**src/sv/pwmdc_pkg.sv**
```systemverilog
// Shared constants and codes for the three-phase PWM duty capture block.
package pwmdc_pkg;

    // Item kinds on the input channel.
    localparam logic KIND_TICK  = 1'b0;
    localparam logic KIND_QUERY = 1'b1;

    // Period assumed for every channel until its first rise is seen.
    localparam int unsigned RESET_PERIOD = 24000;

    // Fixed widths of the result fields.
    localparam int DUTY_W = 16;
    localparam int CH_W   = 2;

endpackage

```
**src/sv/pwmdc_capture.sv**
```systemverilog
// Edge timing per channel: time counter, rise time, period and high time.
module pwmdc_capture #(
    parameter int COUNT_BITS = 32,
    parameter int PHASES     = 3
) (
    input  logic                       clk,
    input  logic                       rst_n,
    input  logic                       tick,
    input  logic                       level_a,
    input  logic                       level_b,
    input  logic                       level_c,
    input  logic [pwmdc_pkg::CH_W-1:0] query_channel,
    output logic [COUNT_BITS-1:0]      sel_period,
    output logic [COUNT_BITS-1:0]      sel_high,
    output logic [COUNT_BITS-1:0]      sel_elapsed,
    output logic                       sel_level,
    output logic                       sel_ok
);
    import pwmdc_pkg::*;

    logic [COUNT_BITS-1:0] time_reg, time_next;
    logic [COUNT_BITS-1:0] rise_reg   [PHASES];
    logic [COUNT_BITS-1:0] rise_next  [PHASES];
    logic [COUNT_BITS-1:0] period_reg [PHASES];
    logic [COUNT_BITS-1:0] period_next[PHASES];
    logic [COUNT_BITS-1:0] high_reg   [PHASES];
    logic [COUNT_BITS-1:0] high_next  [PHASES];
    logic [COUNT_BITS-1:0] diff       [PHASES];
    logic [PHASES-1:0]     prev_reg, prev_next;
    logic [PHASES-1:0]     cur;
    logic [COUNT_BITS-1:0] sel_rise;

    // Only the first three channels have a pin; the rest sample low.
    for (genvar g = 0; g < PHASES; g++) begin : g_level
        if (g == 0) begin : g_a
            assign cur[g] = level_a;
        end else if (g == 1) begin : g_b
            assign cur[g] = level_b;
        end else if (g == 2) begin : g_c
            assign cur[g] = level_c;
        end else begin : g_none
            assign cur[g] = 1'b0;
        end
    end

    assign time_next = tick ? time_reg + 1'b1 : time_reg;

    always_comb
    begin
        for (int i = 0; i < PHASES; i++)
        begin
            // An edge is stamped with the counter value after this tick.
            diff[i]        = time_next - rise_reg[i];
            rise_next[i]   = rise_reg[i];
            period_next[i] = period_reg[i];
            high_next[i]   = high_reg[i];
            prev_next[i]   = prev_reg[i];
            if (tick)
            begin
                prev_next[i] = cur[i];
                if (cur[i] != prev_reg[i])
                begin
                    if (cur[i])
                    begin
                        period_next[i] = diff[i];
                        rise_next[i]   = time_next;
                    end
                    else
                    begin
                        high_next[i] = diff[i];
                    end
                end
            end
        end
    end

    always_ff @(posedge clk or negedge rst_n)
    begin
        if (!rst_n)
        begin
            time_reg <= '0;
            prev_reg <= '0;
            for (int i = 0; i < PHASES; i++)
            begin
                rise_reg[i]   <= '0;
                period_reg[i] <= COUNT_BITS'(RESET_PERIOD);
                high_reg[i]   <= '0;
            end
        end
        else
        begin
            time_reg <= time_next;
            prev_reg <= prev_next;
            for (int i = 0; i < PHASES; i++)
            begin
                rise_reg[i]   <= rise_next[i];
                period_reg[i] <= period_next[i];
                high_reg[i]   <= high_next[i];
            end
        end
    end

    // Channel selection for a query.
    always_comb
    begin
        sel_period = period_reg[0];
        sel_high   = high_reg[0];
        sel_rise   = rise_reg[0];
        sel_level  = prev_reg[0];
        for (int i = 0; i < PHASES; i++)
        begin
            if (i < (1 << CH_W) && query_channel == CH_W'(i))
            begin
                sel_period = period_reg[i];
                sel_high   = high_reg[i];
                sel_rise   = rise_reg[i];
                sel_level  = prev_reg[i];
            end
        end
    end

    assign sel_elapsed = time_reg - sel_rise;
    assign sel_ok      = int'(query_channel) < PHASES;

endmodule

```
**src/sv/pwmdc_divider.sv**
```systemverilog
// Bit-serial fractional divider: one quotient bit per cycle into a shift register.
module pwmdc_divider #(
    parameter int COUNT_BITS     = 32,
    parameter int DUTY_FRAC_BITS = 15
) (
    input  logic                      clk,
    input  logic                      rst_n,
    input  logic                      start,
    input  logic [COUNT_BITS-1:0]     num,
    input  logic [COUNT_BITS-1:0]     den,
    output logic [DUTY_FRAC_BITS-1:0] quot,
    output logic                      done
);
    localparam int CW = $clog2(DUTY_FRAC_BITS + 1);

    logic [COUNT_BITS-1:0]     rem_reg, rem_next;
    logic [COUNT_BITS-1:0]     den_reg, den_next;
    logic [DUTY_FRAC_BITS-1:0] quot_reg, quot_next;
    logic [CW-1:0]             cnt_reg, cnt_next;
    logic                      busy_reg, busy_next;
    logic                      done_reg, done_next;
    logic [COUNT_BITS:0]       two_rem;
    logic [COUNT_BITS:0]       sub;
    logic                      ge;

    // The remainder stays below the divisor, so doubling needs one extra bit.
    assign two_rem = {rem_reg, 1'b0};
    assign sub     = two_rem - {1'b0, den_reg};
    assign ge      = two_rem >= {1'b0, den_reg};

    always_comb
    begin
        rem_next  = rem_reg;
        den_next  = den_reg;
        quot_next = quot_reg;
        cnt_next  = cnt_reg;
        busy_next = busy_reg;
        done_next = 1'b0;
        if (start)
        begin
            rem_next  = num;
            den_next  = den;
            cnt_next  = CW'(DUTY_FRAC_BITS);
            busy_next = 1'b1;
        end
        else if (busy_reg)
        begin
            rem_next  = ge ? sub[COUNT_BITS-1:0] : two_rem[COUNT_BITS-1:0];
            quot_next = {quot_reg[DUTY_FRAC_BITS-2:0], ge};
            cnt_next  = cnt_reg - 1'b1;
            if (cnt_reg == CW'(1))
            begin
                busy_next = 1'b0;
                done_next = 1'b1;
            end
        end
    end

    always_ff @(posedge clk or negedge rst_n)
    begin
        if (!rst_n)
        begin
            cnt_reg  <= '0;
            busy_reg <= 1'b0;
            done_reg <= 1'b0;
        end
        else
        begin
            cnt_reg  <= cnt_next;
            busy_reg <= busy_next;
            done_reg <= done_next;
        end
    end

    always_ff @(posedge clk)
    begin
        rem_reg  <= rem_next;
        den_reg  <= den_next;
        quot_reg <= quot_next;
    end

    assign quot = quot_reg;
    assign done = done_reg;

endmodule

```
**src/sv/three_phase_pwm_duty_capture.sv**
```systemverilog
// Top level of the three-phase PWM duty capture block.
// Ticks are accepted every cycle while no query is open.
// A query answered by the stuck, zero-period or full-duty rules is decided in S_EVAL
// and its result registered; one that needs division first runs through the
// bit-serial divider. Either result waits while a held result blocks the output.
// Asynchronous active-low reset clears all timing state; periods reset to 24000 ticks.
module three_phase_pwm_duty_capture #(
    parameter int COUNT_BITS     = 32,
    parameter int PHASES         = 3,
    parameter int DUTY_FRAC_BITS = 15
) (
    input  logic                         clk,
    input  logic                         rst_n,
    input  logic                         item_valid,
    output logic                         item_stall,
    input  logic                         kind,
    input  logic                         level_a,
    input  logic                         level_b,
    input  logic                         level_c,
    input  logic [pwmdc_pkg::CH_W-1:0]   query_channel,
    output logic                         result_valid,
    input  logic                         result_stall,
    output logic [pwmdc_pkg::DUTY_W-1:0] duty_ratio,
    output logic                         stuck_flag,
    output logic [pwmdc_pkg::CH_W-1:0]   answered_channel
);
    import pwmdc_pkg::*;

    localparam logic [1:0] S_IDLE = 2'd0;
    localparam logic [1:0] S_EVAL = 2'd1;
    localparam logic [1:0] S_DIV  = 2'd2;
    localparam logic [1:0] S_HOLD = 2'd3;

    localparam int DW = (DUTY_FRAC_BITS + 1 > DUTY_W) ? DUTY_FRAC_BITS + 1 : DUTY_W;

    logic [1:0]                state_reg, state_next;
    logic                      rvalid_reg, rvalid_next;
    logic [DUTY_W-1:0]         duty_reg, duty_next;
    logic                      stuck_reg, stuck_next;
    logic [CH_W-1:0]           chan_reg, chan_next;
    logic [COUNT_BITS-1:0]     period_reg, high_reg, elapsed_reg;
    logic                      level_reg;
    logic [CH_W-1:0]           qch_reg;

    logic                      accept, tick, query_ok;
    logic                      out_free;
    logic [COUNT_BITS-1:0]     sel_period, sel_high, sel_elapsed;
    logic                      sel_level, sel_ok;
    logic                      div_start, div_done;
    logic [DUTY_FRAC_BITS-1:0] quot;
    logic [DW-1:0]             full_w, quot_w;
    logic [DUTY_W-1:0]         full16, quot16;
    logic                      is_stuck, is_zero, is_full;

    // A new item waits while a query is open; a query only finishes once the
    // result register is free, so a held result never blocks ticks by itself.
    assign item_stall = (state_reg != S_IDLE);
    assign out_free   = !rvalid_reg || !result_stall;
    assign accept     = item_valid && !item_stall;
    assign tick       = accept && (kind == KIND_TICK);
    assign query_ok   = accept && (kind == KIND_QUERY) && sel_ok;

    pwmdc_capture #(
        .COUNT_BITS (COUNT_BITS),
        .PHASES     (PHASES)
    ) u_capture (
        .clk           (clk),
        .rst_n         (rst_n),
        .tick          (tick),
        .level_a       (level_a),
        .level_b       (level_b),
        .level_c       (level_c),
        .query_channel (query_channel),
        .sel_period    (sel_period),
        .sel_high      (sel_high),
        .sel_elapsed   (sel_elapsed),
        .sel_level     (sel_level),
        .sel_ok        (sel_ok)
    );

    pwmdc_divider #(
        .COUNT_BITS     (COUNT_BITS),
        .DUTY_FRAC_BITS (DUTY_FRAC_BITS)
    ) u_divider (
        .clk   (clk),
        .rst_n (rst_n),
        .start (div_start),
        .num   (high_reg),
        .den   (period_reg),
        .quot  (quot),
        .done  (div_done)
    );

    // Full scale and quotient are cut to the 16-bit result field.
    assign full_w = DW'(1) << DUTY_FRAC_BITS;
    assign quot_w = DW'(quot);
    assign full16 = full_w[DUTY_W-1:0];
    assign quot16 = quot_w[DUTY_W-1:0];

    // Stuck when the time since the last rise exceeds two full periods.
    assign is_stuck = {1'b0, elapsed_reg} > {period_reg, 1'b0};
    assign is_zero  = period_reg == '0;
    assign is_full  = high_reg >= period_reg;

    always_comb
    begin
        state_next  = state_reg;
        rvalid_next = rvalid_reg && result_stall;
        duty_next   = duty_reg;
        stuck_next  = stuck_reg;
        chan_next   = chan_reg;
        div_start   = 1'b0;
        case (state_reg)
            S_IDLE:
            begin
                if (query_ok)
                begin
                    state_next = S_EVAL;
                end
            end
            S_EVAL:
            begin
                if (!is_stuck && !is_zero && !is_full)
                begin
                    div_start  = 1'b1;
                    state_next = S_DIV;
                end
                else if (out_free)
                begin
                    chan_next   = qch_reg;
                    stuck_next  = 1'b0;
                    rvalid_next = 1'b1;
                    state_next  = S_IDLE;
                    if (is_stuck)
                    begin
                        duty_next  = level_reg ? full16 : '0;
                        stuck_next = 1'b1;
                    end
                    else if (is_zero)
                    begin
                        duty_next = '0;
                    end
                    else
                    begin
                        duty_next = full16;
                    end
                end
            end
            S_DIV, S_HOLD:
            begin
                // The quotient stays in the divider until the result register frees up.
                if (state_reg == S_HOLD || div_done)
                begin
                    if (out_free)
                    begin
                        chan_next   = qch_reg;
                        stuck_next  = 1'b0;
                        duty_next   = quot16;
                        rvalid_next = 1'b1;
                        state_next  = S_IDLE;
                    end
                    else
                    begin
                        state_next = S_HOLD;
                    end
                end
            end
            default:
            begin
                state_next = S_IDLE;
            end
        endcase
    end

    always_ff @(posedge clk or negedge rst_n)
    begin
        if (!rst_n)
        begin
            state_reg  <= S_IDLE;
            rvalid_reg <= 1'b0;
        end
        else
        begin
            state_reg  <= state_next;
            rvalid_reg <= rvalid_next;
        end
    end

    always_ff @(posedge clk)
    begin
        duty_reg  <= duty_next;
        stuck_reg <= stuck_next;
        chan_reg  <= chan_next;
        if (query_ok)
        begin
            period_reg  <= sel_period;
            high_reg    <= sel_high;
            elapsed_reg <= sel_elapsed;
            level_reg   <= sel_level;
            qch_reg     <= query_channel;
        end
    end

    assign result_valid     = rvalid_reg;
    assign duty_ratio       = duty_reg;
    assign stuck_flag       = stuck_reg;
    assign answered_channel = chan_reg;

endmodule

```
**config.mk**
```make
export PLATFORM = sky130hd
export DESIGN_NAME = three_phase_pwm_duty_capture
export DESIGN_NICKNAME = d
export VERILOG_FILES = /design/src/sv/pwmdc_pkg.sv /design/src/sv/pwmdc_capture.sv /design/src/sv/pwmdc_divider.sv /design/src/sv/three_phase_pwm_duty_capture.sv
export SDC_FILE = /design/constraint.sdc
export NUM_CORES = 1
export LEC_CHECK = 0
export BUFFER_PORTS_ARGS = -buffer_cell sky130_fd_sc_hd__buf_2
export CAP_MARGIN = 30
export CORE_MARGIN = 2
export CORE_UTILIZATION = 50
export CTS_CLUSTER_SIZE = 8
export DETAILED_ROUTE_END_ITERATION = 8
export HOLD_SLACK_MARGIN = 0.06
export PLACE_DENSITY = 0.73
export SYNTH_ARGS = -nofsm -noshare
export SYNTH_HDL_FRONTEND = slang
export SYNTH_HIERARCHICAL = 1
export SYNTH_SLANG_ARGS = --single-unit
```
**constraint.sdc**
```tcl
create_clock -name clk -period 8.65 [get_ports clk]
set_input_delay 1.73 -clock clk [delete_from_list [all_inputs] [get_ports clk]]
set_output_delay 1.73 -clock clk [all_outputs]
set_load 0.01 [all_outputs]
```
Yosys cells after proc, flatten, opt, wreduce, memory -nomap -nowiden. Cells that the tools add are included.

Bits in registers: 529. Bits of input ports: 10. Output and inout port bits: 21. Word-level logic and storage cells: 139.

$add $sub $neg: 7. Order comparisons: 4. Equality and inequality tests: 15. Mux-type cells: 50. Bitwise gates (word level): 5. Reductions and logical operators: 31.

Operator list (number): 2-to-1 mux 32 bit (10); subtractor 32 bit (5); 2-to-1 mux 16 bit (7); >= comparator 33 x 32 -> 1 bit (1); greater-than comparator 32 x 33 -> 1 bit (1); adder 32 x 1 -> 32 bit, second input constant (1); >= comparator 32 bit (1); logical NOT 32 bit (1); one-hot mux 16 bit (2 select lines) (1); AND reduction 3 bit (8); 2-to-1 mux 1 bit (18); 2-to-1 mux 2 bit (8); inequality test 2 bit, second input constant (5); 2-to-1 mux 4 bit (2); logical AND 1 bit (7); equality test 2 bit, second input constant (3); logical NOT 1 bit (6); one-hot mux 2 bit (3 select lines) (1); nonzero test 2 bit (3); NOT 1 bit (5); AND reduction 5 bit (1); equality test 2 x 1 -> 1 bit, second input constant (2); equality test 4 x 1 -> 1 bit, second input constant (1); one-hot mux 1 bit (2 select lines) (2); other kinds (9) (12).

Depth between registers and ports, before layout.
Depth in word-level cells: 8. Gate-level depth with buffers: 23. Gate-level depth less buffers: 21.

Cells and area by module. The synthesis kept the hierarchy.

Modules (own cells, without submodules): pwmdc_capture (times used 1, cells an instance 2569, area each 21383.0 µm², seq. area each 8109.0 µm²); three_phase_pwm_duty_capture (times used 1, cells an instance 365, area each 5421.4 µm², seq. area each 3618.5 µm²); pwmdc_divider (times used 1, cells an instance 510, area each 5348.9 µm², seq. area each 2522.4 µm²).

Least setup slack after synthesis. Ideal clock, no wire load.

Kind: in2reg. Start point: input query_channel[1] in the netlist's numbering. End point: register elapsed_reg[0], enable pin. Setup time: 0.680 ns. Data arrival time: 9.247 ns. Data required time: 7.970 ns. Path slack: -1.277 ns. Stages on the path: 6. Path buffers: 3. Cells stage by stage: clkbuf_1 > buf_1 > clkbuf_1 > nand2_1 > nand2_1 > nor3_1.

Word-level cells in the longest chain between the ends: 2.

RTL lines: start: declaration (line three_phase_pwm_duty_capture.sv:20) `input logic [pwmdc_pkg::CH_W-1:0] query_channel,`; less-than comparator 2 bit (line pwmdc_capture.sv:123) `assign sel_ok = int'(query_channel) < PHASES;`; named net sel_ok (line three_phase_pwm_duty_capture.sv:48) `logic sel_level, sel_ok;`; logical AND 1 bit (line three_phase_pwm_duty_capture.sv:61) `assign query_ok = accept && (kind == KIND_QUERY) && sel_ok;`; named net query_ok (line three_phase_pwm_duty_capture.sv:45) `logic accept, tick, query_ok;`; end signal: assignment (line three_phase_pwm_duty_capture.sv:198) `elapsed_reg <= sel_elapsed;`; end: declaration (line three_phase_pwm_duty_capture.sv:41) `logic [COUNT_BITS-1:0] period_reg, high_reg, elapsed_reg;`.

The timed path passes the listed nets, and every way through them passes these cells. A chain may end at the register's enable or synchronous reset.

Worst setup path after layout.
Start point: input item_valid. End point: register u_capture/high_reg[61] in the netlist's numbering.

Word-level cells in the longest chain between the ends: 4. Elaborated cells between the ends (all ways): 5. Classes of those cells: add/sub (1); mux (1); reduce/logical (3).

RTL lines: start: declaration (line three_phase_pwm_duty_capture.sv:14) `input logic item_valid,`; logical AND 1 bit (line three_phase_pwm_duty_capture.sv:59) `assign accept = item_valid && !item_stall;`; logical AND 1 bit (line three_phase_pwm_duty_capture.sv:60) `assign tick = accept && (kind == KIND_TICK);`; named net tick (line three_phase_pwm_duty_capture.sv:45); 2-to-1 mux 32 bit (line pwmdc_capture.sv:46) `assign time_next = tick ? time_reg + 1'b1 : time_reg;`; named net u_capture.time_next[24] (line pwmdc_capture.sv:21) `logic [COUNT_BITS-1:0] time_reg, time_next;`; subtractor 32 bit (line pwmdc_capture.sv:53) `diff[i] = time_next - rise_reg[i];`; end signal: indexed assignment (line pwmdc_capture.sv:98) `high_reg[i] <= high_next[i];`; end: declaration (line pwmdc_capture.sv:26) `logic [COUNT_BITS-1:0] high_reg [PHASES];`.

The timed path passes the listed nets, and every way through them passes these cells.

==> run_results.csv <==
group,metric,value,unit
layout,layout_common_cells,"nand2_1 (488), o21ai_0 (404), dfrtp_1 (311)",
drt,wl_per_cell,19.7,um
clock_tree,htreeDepth,3,
synth,synth_compound_area_share,20.2,%
worst_setup_path,cp-end-kind,"register",
synth,async_reset_ff_share,62.8,%
worst_setup_path,reg2regPathDepth,19,
synth,synthXorXnorAreaFrac,4.57,%
grt,grt_max_degree,171,
grt,grt_usage,25.5,%
layout,fill_cells,5606,
synth,synthCells,3444,
flow_run,cap_viol_max_count,0,
synth,synthAdderAreaFrac,8.95,%
power_and_ir_drop,p_leak,15.5,nW
clock_tree,clk_latency,650,ps
die,die_area,66400,um2
clock_tree,cts_tree,"yes",
synth,ys_warn_count,6,
timing,tightestPinTransition,1030,ps
layout,nNetsFinal,3643,
worst_setup_path,cp.required,9110,ps
synth,synth-simple-area-share,14.5,%
timing,timing.final.crit_share,76.4,%
clock_tree,clk_path_buf_depth,3,
timing,period_needed,6610,ps
layout,regArea,14200,um2
timing,drv_slew,0,
power_and_ir_drop,powerDensity,327,nW/um2
synth,synthTopCellsByArea,"dfrtp_1 (24%), edfxtp_1 (18%), ha_1 (8.6%), o21ai_0 (6.3%), nand2_1 (5.7%)",
placement,gp_congestion,0.962,
die,floorplan.initialDensity,50.8,%
die,core_area,63300,um2
die,dieHeight,258,um
clock_tree,ctsResizeCount,0,
power_and_ir_drop,vdd_ir_drop_max,0.190,mV
outcome,status,"complete, no violations",
drt,met1_length,39.1,mm
drt,wl_met2,37.2,mm
drt,wl_met3,5.59,mm
timing,setup_viol,0,
grt,gr-total-overflow,0,
clock_tree,cts_buffers,76,
drt,drtPass1Iterations,6,
clock_tree,cts.reportedPaths.clkPinSlew,50,ps
synth,synth_top_family_by_area,"compound AO/OA/AOI/OAI gates",
synth,synth_top_area_share,24.2,%
synth,ys.flop_type,"dfrtp_1",
drt,vias,25100,
drt,ant_nets,0,
worst_hold_path,hp-start,"qch_reg[1]$_DFFE_PP_",
grt,first_global_vias,24200,
placement,placedInstanceArea,33000,um2
drt,first_iter_violations,2257,
synth,seq_area_frac_synth,44.3,%
synth,synth_mux_area_share,2.55,%
synth,synth_area_per_cell,9.34,um2
timing,tns,0,ps
synth,synth_largest_area_cell,"dfrtp_1",
layout,final_common_cell,"nand2_1",
timing,fin_worst_skew,44.5,ps
timing,hold_viol_final,0,
layout,fin_area,35200,um2
drt,routed_wirelength,84.5,mm
layout,n_antenna_cell,0,
drt,top_layer,"met4",
grt,grt_first_pass_wirelength,133,mm
timing,fmax,0.151,GHz
synth,synth_fp_nets,3681,
worst_setup_path,critPathKind,"input pin to register",
die,die_w,258,um
placement,dp_hpwl,61.7,mm
synth,netlist_area,32200,um2
worst_setup_path,worst_ep_arrival_time,7070,ps
placement,port_buffers,30,
worst_hold_path,holdCritPathClass,"register to register",
clock_tree,postCtsSetupBuffers,0,
clock_tree,ctsHoldBuffers,0,
worst_setup_path,r2r_end,"u_capture/high_reg[61]$_DFFE_PN0P_",
worst_setup_path,r2r_setup_slack,2190,ps
drt,route.detailed.drc,0,
worst_setup_path,r2r-start,"state_reg[1]$_DFFE_PN0P_",
synth,synth_cell_type_count,90,
die,io-pin-count,31,
synth,synth-seq-cells,529,
clock_tree,cts.sinks,529,
drt,vias_per_cell,5.83,
layout,multi_input_area,16400,um2
die,rows,92,
synth,synth-edff-count,197,
grt,antenna_found_initial,0,
worst_setup_path,worstSetupStartpointType,"input pin",
worst_setup_path,crit_fanout,8,
clock_tree,cts-root-buf,"clkbuf_16",
timing,maxSlewHeadroom,31.0,%
worst_hold_path,hold_path_end,"answered_channel[1]$_DFFE_PP_",
layout,area_delta_synth_final,9.59,%
worst_hold_path,holdPathStages,0,
layout,post_route_cells_drive_above_1_share,6.14,%
timing,rsz0062_at_grt,"no",
[through the flow]
step	hold slack (ps)	utilization, %	setup WS (ps)	std cells	power [mW]
floorplan	400	-	1800	3444	7.15
global placement	403	52.0	1550	4172	8.50
detailed placement	412	52.1	1510	4173	8.61
CTS	429	55.6	2120	4300	11.5
global route	433	55.7	1790	4301	12.2
finish	426	55.7	2040	4301	11.5
[cell type report]
type	instances	area share, %
clock inverters	7	0.440
repair buffers	51	1.13
flip-flops and latches	529	40.4
inverters	241	2.57
multi-input cells	2507	46.5
clock buffers	120	5.92
well taps	846	3.00
[worst max path at each step]
| stage | cells past startpoint | slack, ps | from | to |
|---|---|---|---|---|
| after detailed placement | 20 | 1510 | item_valid | u_capture/high_reg[61]$_DFFE_PN0P_ |
| after global routing | 22 | 1790 | item_valid | u_capture/period_reg[31]$_DFFE_PN0P_ |
| final | 20 | 2040 | item_valid | u_capture/high_reg[61]$_DFFE_PN0P_ |
| after CTS | 20 | 2120 | item_valid | u_capture/high_reg[61]$_DFFE_PN0P_ |
| after floorplan | 6 | 1800 | query_channel[1] | elapsed_reg[0]$_DFFE_PP_ |
| after global placement | 20 | 1550 | item_valid | u_capture/high_reg[61]$_DFFE_PN0P_ |
[logic make-up (layout without fill, tap and decap cells)]
| kind of cell | after synthesis | count (layout) |
|---|---|---|
| compound gates | 1055 | 1055 |
| xor+xnor | 166 | 166 |
| fa+ha+maj | 227 | 227 |
| buf+inv | 408 | 419 |
| flops | 529 | 529 |
| mux | 81 | 81 |
| simple gates | 978 | 978 |
[per-layer routing]
metal | vias up | track usage (%)
li1 | 12200 | -
met1 | 11900 | 36.6
met2 | 800 | 39.3
met3 | 158 | 4.12
met4 | 0 | 8.56
met5 | - | 0
[synth_stat cells (13+ instances only)]
library cell and n:
dfstp_2 21, xor2_1 84, nand2b_1 26, ha_1 222, o31ai_1 20, o21ai_0 404
nand2_1 488, and2_1 19, nand4_1 48, buf_1 14, o211ai_1 40, o21a_1 22
nor3_1 29, nor2_1 109, a21o_1 86, dfrtp_1 311, o21bai_1 22, clkbuf_1 140
and3_1 26, inv_1 240, mux2i_1 73, nor2b_1 87, nor4_1 13, a31oi_1 18
edfxtp_1 197, nand3_1 57, a211oi_1 86, xnor2_1 80, a21oi_1 244, nand3b_1 24
[critical path, cell delays in order]
cell,delay (ps)
buf_2,70
inv_1,60
nor3_2,610
and4_4,340
and2_1,170
nand3_1,110
nor2_1,300
nand3_1,310
nor3_1,540
nand2_1,130
xor2_1,270
inv_1,180
ha_1,420
a21o_1,230
or3b_2,440
a211oi_1,410
o31ai_1,220
a21oi_1,200
xor2_1,190
o21ai_0,120
[report_power, final]
part / switching, mW / internal, mW
clock network: 1.12 / 1.66
registers: 0.448 / 3.48
logic: 3.01 / 1.79
Power figures use the tool's default switching activity.
